<file path="config.mk">
export PLATFORM = sky130hd
export DESIGN_NAME = keyword_number_token_lexer_top
export DESIGN_NICKNAME = d
export VERILOG_FILES = /design/src/design/kntlex_pkg.sv /design/src/design/keyword_number_token_lexer_top.sv
export SDC_FILE = /design/constraint.sdc
export NUM_CORES = 1
export LEC_CHECK = 0
export ABC_AREA = 1
export BUFFER_PORTS_ARGS = -buffer_cell sky130_fd_sc_hd__buf_4
export CAP_MARGIN = 20
export CORE_AREA = 2 2 200 202
export DETAILED_ROUTE_END_ITERATION = 10
export DIE_AREA = 0 0 202 204
export GPL_TIMING_DRIVEN = 1
export PLACE_DENSITY = 0.83
export SLEW_MARGIN = 15
export SYNTH_ARGS = -nofsm -noshare
export SYNTH_HDL_FRONTEND = slang
export SYNTH_SLANG_ARGS = --single-unit
</file>
<file path="constraint.sdc">
create_clock -name i_clk -period 10.12 [get_ports i_clk]
set_clock_uncertainty 0.1 [all_clocks]
set_input_delay 2.024 -clock i_clk [delete_from_list [all_inputs] [get_ports i_clk]]
set_output_delay 2.024 -clock i_clk [all_outputs]
set_load 0.01 [all_outputs]
</file>
<file path="src/design/kntlex_pkg.sv">
// Shared constants, token record type and character-class functions for the lexer.
package kntlex_pkg;

    localparam int MAX_TEXT_BYTES = 65536;
    localparam int POS_W          = $clog2(MAX_TEXT_BYTES);
    localparam int TOK_W          = 16;
    localparam int MAX_RES        = 3;
    localparam int FIFO_DEPTH     = 4;
    localparam int PTR_W          = $clog2(FIFO_DEPTH);
    localparam int CNT_W          = $clog2(FIFO_DEPTH + 1);
    localparam int DECL_LEN       = 11;
    localparam int INT_LEN        = 7;

    localparam logic [3:0] KIND_IDENT   = 4'd10;
    localparam logic [3:0] KIND_DECL    = 4'd11;
    localparam logic [3:0] KIND_INTEGER = 4'd12;
    localparam logic [3:0] KIND_NUMBER  = 4'd13;
    localparam logic [3:0] KIND_END     = 4'd14;
    localparam logic [3:0] KIND_ERROR   = 4'd15;

    localparam logic [7:0] CH_SPACE   = 8'h20;
    localparam logic [7:0] CH_TAB     = 8'h09;
    localparam logic [7:0] CH_NEWLINE = 8'h0A;

    typedef struct packed {
        logic [3:0]       kind;
        logic [TOK_W-1:0] start;
        logic [TOK_W-1:0] length;
        logic [TOK_W-1:0] line;
        logic             last;
    } t_tok;

    function automatic logic is_word(input logic [7:0] c);
        return (c >= "a" && c <= "z") || (c >= "A" && c <= "Z") || c == "_";
    endfunction

    function automatic logic is_digit(input logic [7:0] c);
        return c >= "0" && c <= "9";
    endfunction

    // {hit, code}
    function automatic logic [4:0] punct_code(input logic [7:0] c);
        logic [4:0] r;
        unique case (c)
            "(":     r = {1'b1, 4'd0};
            ")":     r = {1'b1, 4'd1};
            "{":     r = {1'b1, 4'd2};
            "}":     r = {1'b1, 4'd3};
            ",":     r = {1'b1, 4'd4};
            ":":     r = {1'b1, 4'd5};
            "+":     r = {1'b1, 4'd6};
            "-":     r = {1'b1, 4'd7};
            "/":     r = {1'b1, 4'd8};
            "*":     r = {1'b1, 4'd9};
            default: r = 5'd0;
        endcase
        return r;
    endfunction

    function automatic logic [7:0] kw_decl_char(input logic [3:0] i);
        logic [7:0] r;
        unique case (i)
            4'd0:    r = "d";
            4'd1:    r = "e";
            4'd2:    r = "c";
            4'd3:    r = "l";
            4'd4:    r = "a";
            4'd5:    r = "r";
            4'd6:    r = "a";
            4'd7:    r = "t";
            4'd8:    r = "i";
            4'd9:    r = "o";
            4'd10:   r = "n";
            default: r = 8'h00;
        endcase
        return r;
    endfunction

    function automatic logic [7:0] kw_int_char(input logic [2:0] i);
        logic [7:0] r;
        unique case (i)
            3'd0:    r = "i";
            3'd1:    r = "n";
            3'd2:    r = "t";
            3'd3:    r = "e";
            3'd4:    r = "g";
            3'd5:    r = "e";
            3'd6:    r = "r";
            default: r = 8'h00;
        endcase
        return r;
    endfunction

endpackage

</file>
<file path="src/design/keyword_number_token_lexer_top.sv">
// Byte-stream lexer: tokenizes source text into kind, start, length and line records.
// One input byte is taken per cycle and scanned in a single pass against the held
// token state; the zero to three tokens it closes are written at once into a
// four-entry result queue that drains one token per cycle while i_stall is low. Input
// stalls only while the queue holds more than one token, so bytes that give at most
// one token flow at one per cycle when i_stall is low, and the tokens of one byte
// leave in turn. The final_byte flag flushes any open token, adds an end token and
// restarts offsets and the line count for the next text. Ready at once after reset.
module keyword_number_token_lexer_top (
    input  logic        i_clk,
    input  logic        i_rst_n,
    input  logic        i_valid,
    output logic        o_stall,
    input  logic [7:0]  i_text_byte,
    input  logic        i_final_byte,
    output logic        o_valid,
    input  logic        i_stall,
    output logic [3:0]  o_token_kind,
    output logic [15:0] o_token_start,
    output logic [15:0] o_token_length,
    output logic [15:0] o_token_line,
    output logic        o_run_last
);
    import kntlex_pkg::*;

    typedef enum logic [1:0] {
        MODE_IDLE,
        MODE_IDENT,
        MODE_NUM,
        MODE_ERR
    } t_mode;

    t_mode            r_mode,  n_mode;
    logic [POS_W-1:0] r_pos,   n_pos;
    logic [POS_W-1:0] r_start, n_start;
    logic [TOK_W-1:0] r_line,  n_line;
    logic [TOK_W-1:0] r_tline, n_tline;
    logic [1:0]       r_flags, n_flags;

    t_tok             r_fifo [FIFO_DEPTH];
    logic [PTR_W-1:0] r_wp, r_rp;
    logic [CNT_W-1:0] r_cnt;

    t_tok             n_tok [MAX_RES];
    logic [1:0]       n_num;

    logic in_xfer, out_xfer;

    assign o_stall  = r_cnt > CNT_W'(FIFO_DEPTH - MAX_RES);
    assign in_xfer  = i_valid && !o_stall;
    assign o_valid  = r_cnt != '0;
    assign out_xfer = o_valid && !i_stall;

    assign o_token_kind   = r_fifo[r_rp].kind;
    assign o_token_start  = r_fifo[r_rp].start;
    assign o_token_length = r_fifo[r_rp].length;
    assign o_token_line   = r_fifo[r_rp].line;
    assign o_run_last     = r_fifo[r_rp].last;

    function automatic logic [1:0] match_kw(input logic [1:0] f, input logic [7:0] c,
                                            input logic [POS_W-1:0] i);
        logic [1:0] r;
        r = f;
        if (i >= POS_W'(DECL_LEN) || c != kw_decl_char(4'(i))) begin
            r[0] = 1'b0;
        end
        if (i >= POS_W'(INT_LEN) || c != kw_int_char(3'(i))) begin
            r[1] = 1'b0;
        end
        return r;
    endfunction

    function automatic t_tok close_tok(input t_mode m, input logic [1:0] f,
                                       input logic [POS_W-1:0] s,
                                       input logic [POS_W-1:0] len,
                                       input logic [TOK_W-1:0] tl);
        t_tok t;
        t.kind = KIND_NUMBER;
        if (m == MODE_IDENT) begin
            if (len == POS_W'(DECL_LEN) && f[0]) begin
                t.kind = KIND_DECL;
            end else if (len == POS_W'(INT_LEN) && f[1]) begin
                t.kind = KIND_INTEGER;
            end else begin
                t.kind = KIND_IDENT;
            end
        end
        t.start  = TOK_W'(s);
        t.length = TOK_W'(len);
        t.line   = tl;
        t.last   = 1'b0;
        return t;
    endfunction

    always_comb begin
        logic [4:0]       pc;
        logic [POS_W-1:0] end_pos;
        t_tok             t;
        t       = '0;
        pc      = punct_code(i_text_byte);
        end_pos = r_pos + POS_W'(1);
        n_mode  = r_mode;
        n_pos   = r_pos;
        n_start = r_start;
        n_line  = r_line;
        n_tline = r_tline;
        n_flags = r_flags;
        n_num   = 2'd0;
        for (int k = 0; k < MAX_RES; k++) begin
            n_tok[k] = '0;
        end

        if ((r_mode == MODE_IDENT && !is_word(i_text_byte)) ||
            (r_mode == MODE_NUM && !is_digit(i_text_byte))) begin
            n_tok[n_num] = close_tok(r_mode, r_flags, r_start, r_pos - r_start, r_tline);
            n_num        = n_num + 2'd1;
            n_mode       = MODE_IDLE;
        end

        if (n_mode == MODE_IDENT) begin
            n_flags = match_kw(r_flags, i_text_byte, r_pos - r_start);
        end else if (n_mode == MODE_IDLE) begin
            if (pc[4]) begin
                t.kind   = pc[3:0];
                t.start  = TOK_W'(r_pos);
                t.length = TOK_W'(1);
                t.line   = r_line;
                t.last   = 1'b0;
                n_tok[n_num] = t;
                n_num        = n_num + 2'd1;
            end else if (i_text_byte == CH_SPACE || i_text_byte == CH_TAB) begin
                n_mode = MODE_IDLE;
            end else if (i_text_byte == CH_NEWLINE) begin
                if (r_line != '1) begin
                    n_line = r_line + TOK_W'(1);
                end
            end else if (is_word(i_text_byte)) begin
                n_mode  = MODE_IDENT;
                n_start = r_pos;
                n_tline = r_line;
                n_flags = match_kw(2'b11, i_text_byte, '0);
            end else if (is_digit(i_text_byte)) begin
                n_mode  = MODE_NUM;
                n_start = r_pos;
                n_tline = r_line;
                n_flags = 2'b11;
            end else begin
                t.kind   = KIND_ERROR;
                t.start  = TOK_W'(r_pos);
                t.length = TOK_W'(1);
                t.line   = r_line;
                t.last   = 1'b0;
                n_tok[n_num] = t;
                n_num        = n_num + 2'd1;
                n_mode       = MODE_ERR;
            end
        end

        if (i_final_byte) begin
            if (n_mode == MODE_IDENT || n_mode == MODE_NUM) begin
                n_tok[n_num] = close_tok(n_mode, n_flags, n_start, end_pos - n_start,
                                         n_tline);
                n_num        = n_num + 2'd1;
            end
            t.kind   = KIND_END;
            t.start  = TOK_W'(end_pos);
            t.length = '0;
            t.line   = n_line;
            t.last   = 1'b0;
            n_tok[n_num] = t;
            n_num        = n_num + 2'd1;
            n_mode  = MODE_IDLE;
            n_pos   = '0;
            n_start = '0;
            n_line  = '0;
            n_tline = '0;
            n_flags = 2'b11;
        end else begin
            n_pos = end_pos;
        end

        if (n_num != 2'd0) begin
            n_tok[n_num - 2'd1].last = 1'b1;
        end
    end

    always_ff @(posedge i_clk) begin
        if (!i_rst_n) begin
            r_mode  <= MODE_IDLE;
            r_pos   <= '0;
            r_start <= '0;
            r_line  <= '0;
            r_tline <= '0;
            r_flags <= 2'b11;
        end else if (in_xfer) begin
            r_mode  <= n_mode;
            r_pos   <= n_pos;
            r_start <= n_start;
            r_line  <= n_line;
            r_tline <= n_tline;
            r_flags <= n_flags;
        end
    end

    always_ff @(posedge i_clk) begin
        if (in_xfer) begin
            for (int k = 0; k < MAX_RES; k++) begin
                if (2'(k) < n_num) begin
                    r_fifo[r_wp + PTR_W'(k)] <= n_tok[k];
                end
            end
        end
    end

    always_ff @(posedge i_clk) begin
        if (!i_rst_n) begin
            r_wp  <= '0;
            r_rp  <= '0;
            r_cnt <= '0;
        end else begin
            if (in_xfer) begin
                r_wp <= r_wp + PTR_W'(n_num);
            end
            if (out_xfer) begin
                r_rp <= r_rp + PTR_W'(1);
            end
            r_cnt <= r_cnt + (in_xfer ? CNT_W'(n_num) : '0) - (out_xfer ? CNT_W'(1) : '0);
        end
    end

    a_cnt_bound: assert property (@(posedge i_clk) disable iff (!i_rst_n)
        r_cnt <= CNT_W'(FIFO_DEPTH))
        else $error("result queue overflow");

    a_final_restart: assert property (@(posedge i_clk) disable iff (!i_rst_n)
        in_xfer && i_final_byte |=> r_mode == MODE_IDLE && r_pos == '0 && r_line == '0)
        else $error("state not restarted after final byte");

    a_final_pushes: assert property (@(posedge i_clk) disable iff (!i_rst_n)
        in_xfer && i_final_byte |-> n_num != 2'd0 && n_tok[n_num - 2'd1].kind == KIND_END)
        else $error("final byte without end token");

    a_line_monotonic: assert property (@(posedge i_clk) disable iff (!i_rst_n)
        !(in_xfer && i_final_byte) |=> r_line >= $past(r_line))
        else $error("line count moved backward");

    a_pos_step: assert property (@(posedge i_clk) disable iff (!i_rst_n)
        in_xfer && !i_final_byte |=> r_pos == $past(r_pos) + POS_W'(1))
        else $error("byte offset did not advance");

endmodule

</file>
=== Yosys cells after proc, flatten, opt, wreduce, memory -nomap -nowiden ===
Memories as Yosys holds them, arrays and structs flattened. A register that Yosys moved wholly into a read port is not among the register bits.
Cells that the tools add are included.

* Add/sub/neg operators: 14
* Order comparisons: 20
* Eq/ne operators: 34
* Muxes and demuxes: 118
* Bitwise operators: 4
* Reduce and logical (&&, ||, !) cells: 31

{| class="wikitable"
|+ Operators with widths
! cell !! count
|-
| $mux 159 || 11
|-
| $bwmux 159 || 5
|-
| $demux 53 s2 || 4
|-
| $mux 16 || 24
|-
| $mux 53 || 4
|-
| $mux 8 || 14
|-
| $eq 8x6->1 const B || 9
|-
| $mux 2 || 29
|-
| $pmux 5 s10 || 1
|-
| $pmux 7 s6 || 1
|-
| $add 16x1->16 const B || 2
|-
| $eq 16x3->1 const B || 2
|-
| $eq 16x4->1 const B || 2
|-
| $ne 8x8->1 || 4
|-
| $sub 16x16->16 || 2
|-
| $eq 8x7->1 const B || 3
|-
| $mux 3 || 6
|-
| $mux 1 || 17
|-
| $eq 8x4->1 const B || 2
|-
| $ge 16x3->1 const B || 1
|-
| $ge 16x4->1 const B || 1
|-
| $ge 8x7->1 const B || 2
|-
| $le 8x7->1 const B || 2
|-
| $ne 16x16->1 const B || 1
|-
| other kinds (28) || 72
|}

* Register bits: 75
* RAM bits: 212
* ROM bits: 112
* Input bits: 13
* Memories: 2

{| class="wikitable"
|+ Memories
! memory !! words !! bits a word !! rd ports !! clocked after Yosys merged registers in !! wr ports !! line !! RTL
|-
| r_fifo || 4 || 53 || 1 || 1 || 3 || keyword_number_token_lexer_top.sv:40 || <nowiki>t_tok r_fifo [FIFO_DEPTH];</nowiki>
|-
| (no name shown) || 16 || 7 || 1 || 0 || 0 || kntlex_pkg.sv:62 || <nowiki>unique case (i)</nowiki>
|}

=== Depth between registers and ports, before layout ===
* Depth after elaboration: 32
* Mapped depth: 32

=== Worst setup path after synthesis ===
No wires, ideal clock.

* Path kind: input-to-reg
* From: in i_text_byte[0]
* To: mem r_fifo[0][0] (netlist name), enable pin
* Arrival: 8,702 ps
* Required time: 9,483 ps
* Path slack: 781 ps
* Stages on the path: 21
* Buffers on the path: 2
* Cells stage by stage: clkbuf_2 nor2_2 nand3_1 nand2_1 inv_1 nand2_4 nand2_4 nand2_4 clkbuf_1 ha_1 o31ai_1 nand2_1 nand2_2 inv_1 ha_1 nor2_1 nor2_1 ha_1 o21ai_4 o21ai_0 o21ai_0

{| class="wikitable"
|+ RTL lines
! what !! line !! RTL
|-
| from (decl) || keyword_number_token_lexer_top.sv:14 || <nowiki>input logic [7:0] i_text_byte,</nowiki>
|-
| to (decl) || keyword_number_token_lexer_top.sv:40 ||
|}

==> results.md <==
* Syn_nets at 2809
* TritonRoute pass-1 iters at 7
* Resize count post-CTS at 0
* Total grt overflow at 0
* Setup TNS Final at 0 ps
* Max Slew Vio Count at 0
* Area leader, netlist: edfxtp_1
* CP max-delay cell: nand2_4
* DIE AREA at approximately 41000 sq um
* Top post-synthesis cells by area: edfxtp_1 30%, nand2_1 11%, o221ai_1 7.5%
* CP max stage delay at approximately 600 ps
* Worst Hold Class: reg -> reg
* Initial antenna violation count at 2
* Cell count after synthesis at around 2700
* Core Area at approximately 40000 sq um
* Post-Place Cells at roughly 3200
* Met1 GRT Util at approximately 57%
* Nets@finish at ~2800
* Top cell type's share of synthesized area at a little under a third
* Total GRT Usage at 39.1%
* EDFF count, synth at 212
* RSZ-0062 raised after global routing: no
* CTS Hold Buffers Added at 0
* Vias in the first global route at 19600
* Chip Width at between 200 and 250 microns
* Hpwl dp at ~56000 microns
* Layout cell share with drive strength beyond 1 at 10.5%
* Worst Setup End Kind: flip-flop
* Setup violations, final at 0
* Register bit total from synthesis at around 290
* CP Data Arrival Time at 7930 ps
* Worst skew pair latency at 560 ps
* Post-synthesis sequential area ratio at a little under two fifths
* Row Count at 73
* Worst setup SP type: input port
* Unique masters post-synth at 62
* Num CTS Buffers at 35
* Min Clock Period, post-route at between 7000 and 8000 ps
* Post-Layout Cell Count at about 3300
* Clock sink count at approximately 290
* Most frequent cells in the layout: 606 x nand2_1, 263 x nor2_1, 249 x inv_1, 220 x o21ai_0, 212 x edfxtp_1
* First-pass GRT wire length at roughly 120000 microns
* I/O Buffers at 67
* Worst path top cell family by delay: simple AND/OR/NAND/NOR gates
* Tcrit/Tclk final at roughly 77%
* Peak supply drop at approximately 0.00012 V
* Number of I/O pins at a little under 70
* Worst EP required at between 10000 and 15000 ps
* Most common cell after layout, fill and taps aside: nand2_1
* Met2 Use GR at 55.9%
* Top_reg_cell synth: edfxtp_1
* Routed WL at between 80000 and 90000 microns
* P&R area growth vs syn at 9.03%
* Worst-margin pin slew at about 1200 ps
* Drt via density at 6.67
* Chip Height at 204 microns
* Status: complete, no violations
* CTS clk-pin slew, worst paths at roughly 60 ps
* CTS root buffer: clkbuf_16
* Mean Syn Cell Area at around 7.7 sq um
* Initial DRC count at 3812
* Leakage at a little under 0.009 uW
* H-tree depth at 2
* Max_cap viols at 0
* Pin count of the biggest net entering global routing at 108
* Slew headroom at a little under a fifth
* Global route hottest layer: met1
* Cell Area, Synth at approximately 21000 sq um
* Met3 Resource Use GR at 13.0%
* Routed vias at 21700
* Buf+Inv Stages, Crit Path at 10
* Power Density at 240 nW/um^2
* Syn. warnings at 0
* Most frequent cell on the critical path: nand2_4
* Critical path type: in -> reg
* Post-CTS setup repair buffer count at 0
* Remaining antenna violation count at 0
* DR DRC count at 0
* CTS tree: built
* FMAX at 128 MHz
* WL per Instance at between 20 and 30 microns
* Worst-case clock buffer depth at 3
* Final hold viol count at 0
* CP max FO at 50
* GPL Wtd Cong at just under 1
* Synth async-reset ratio at 0%
* Initial core utilization at a little over half
-- worst paths after layout --
kind                     startpoint                       to  slack [ps]  depth (start not counted)
max reg2reg  r_mode[0]$_SDFFE_PN0P_  r_fifo[3][48]$_DFFE_PP_        3480                         24
min            r_rp[1]$_SDFFE_PN0P_                flip-flop         360                          2
max                  i_text_byte[0]  r_fifo[3][48]$_DFFE_PP_        2300                         28
min reg2reg    r_rp[1]$_SDFFE_PN0P_                flip-flop         360                          2
-- cell families after synthesis --
family                   after synthesis  synth area share (%)
buffers and inverters                462                  9.23
AO/OA/AOI/OAI                        757                  24.8
multiplexers                          12                 0.569
XOR/XNOR                              46                  1.91
AND/OR/NAND/NOR                     1126                  22.9
adder cells (fa/ha/maj)               52                  3.19
flip-flops                           289                  37.4
-- flip-flops by register name (all words and copies together), names as in the netlist, named ones only --
register and cells:
r_pos 16, r_fifo 212, r_mode 2, r_tline 16, r_flags 2, r_rp 2
r_wp 2, r_cnt 3, r_line 16, r_start 16
-- cells in the mapped netlist (4+ instances only) --
master    number
a21oi_1      158
a221oi_1      28
a22oi_1       13
buf_1          6
buf_2         30
buf_4         11
buf_6         11
clkbuf_1     123
dfxtp_1       77
edfxtp_1     212
ha_1          49
inv_1        252
inv_2         16
inv_4          6
mux2i_1       12
nand2_1      607
nand2_2        7
nand2_4        6
nand3_1      154
nand3b_1       6
nand4_1       21
nor2_1       266
nor2_2         4
nor2_8         8
nor3_1        23
nor4_1         5
o211ai_1      12
o21a_1         4
o21ai_0      224
o21ai_1       11
o21bai_1       5
o221ai_1     181
o221ai_2      43
o22ai_1       59
o31ai_1        4
or2_2          9
xnor2_1        7
xor2_1        39
-- layout make-up --
class / count / area, sq um
fillers: 3493 / 16100
multi-input cells: 1993 / 11300
flip-flops and latches: 289 / 7910
inverters: 276 / 1060
clock buffers: 45 / 985
repair buffers: 109 / 888
well taps: 525 / 657
clock inverters: 19 / 184
diodes: 2 / 5.00
-- worst register-to-register path, stage by stage (launching register included) --
cell	delay (ps)
dfxtp_1	560
inv_1	130
nor2_1	300
nand2_4	130
nand2_4	430
inv_2	420
nand2_1	170
inv_1	50
o21ai_0	270
inv_1	80
ha_1	350
inv_1	140
nor2_1	70
nor2_1	220
ha_1	320
o21ai_4	220
nand2_4	200
nor2_8	180
inv_6	90
nor2_8	150
inv_4	250
nand2_4	620
inv_2	300
o21ai_4	210
buf_12	310
-- stage by stage --
stage / power [uW] / worst slack, ps / hold WS, ps / area [sq um] / utilization (%)
after global routing: 5740 / 1990 / 382 / 23000 / 58.8
after global placement: 4100 / 2090 / 345 / 21800 / 55.6
final: 5530 / 2300 / 363 / 23000 / 58.8
after CTS: 5430 / 2510 / 367 / 23000 / 58.7
after floorplan: 3230 / 781 / 336 / 21100 / -
after detailed placement: 4150 / 1930 / 359 / 21800 / 55.7
-- per-layer routing --
layer  wire, microns  vias up
li1                -     9671
met1           33400    10200
met2           33900     1655
met3           12800      183
met4            2130        0
met5               0        -
-- where the power goes --
| group | total (uW) | switching [uW] | internal, uW | leakage [uW] |
|---|---|---|---|---|
| sequential | 1670 | 62.8 | 1600 | 0.00262 |
| combinational | 2570 | 1830 | 732 | 0.00559 |
| clock | 1300 | 531 | 766 | 0.000565 |
(Power assumes the default switching activity.)
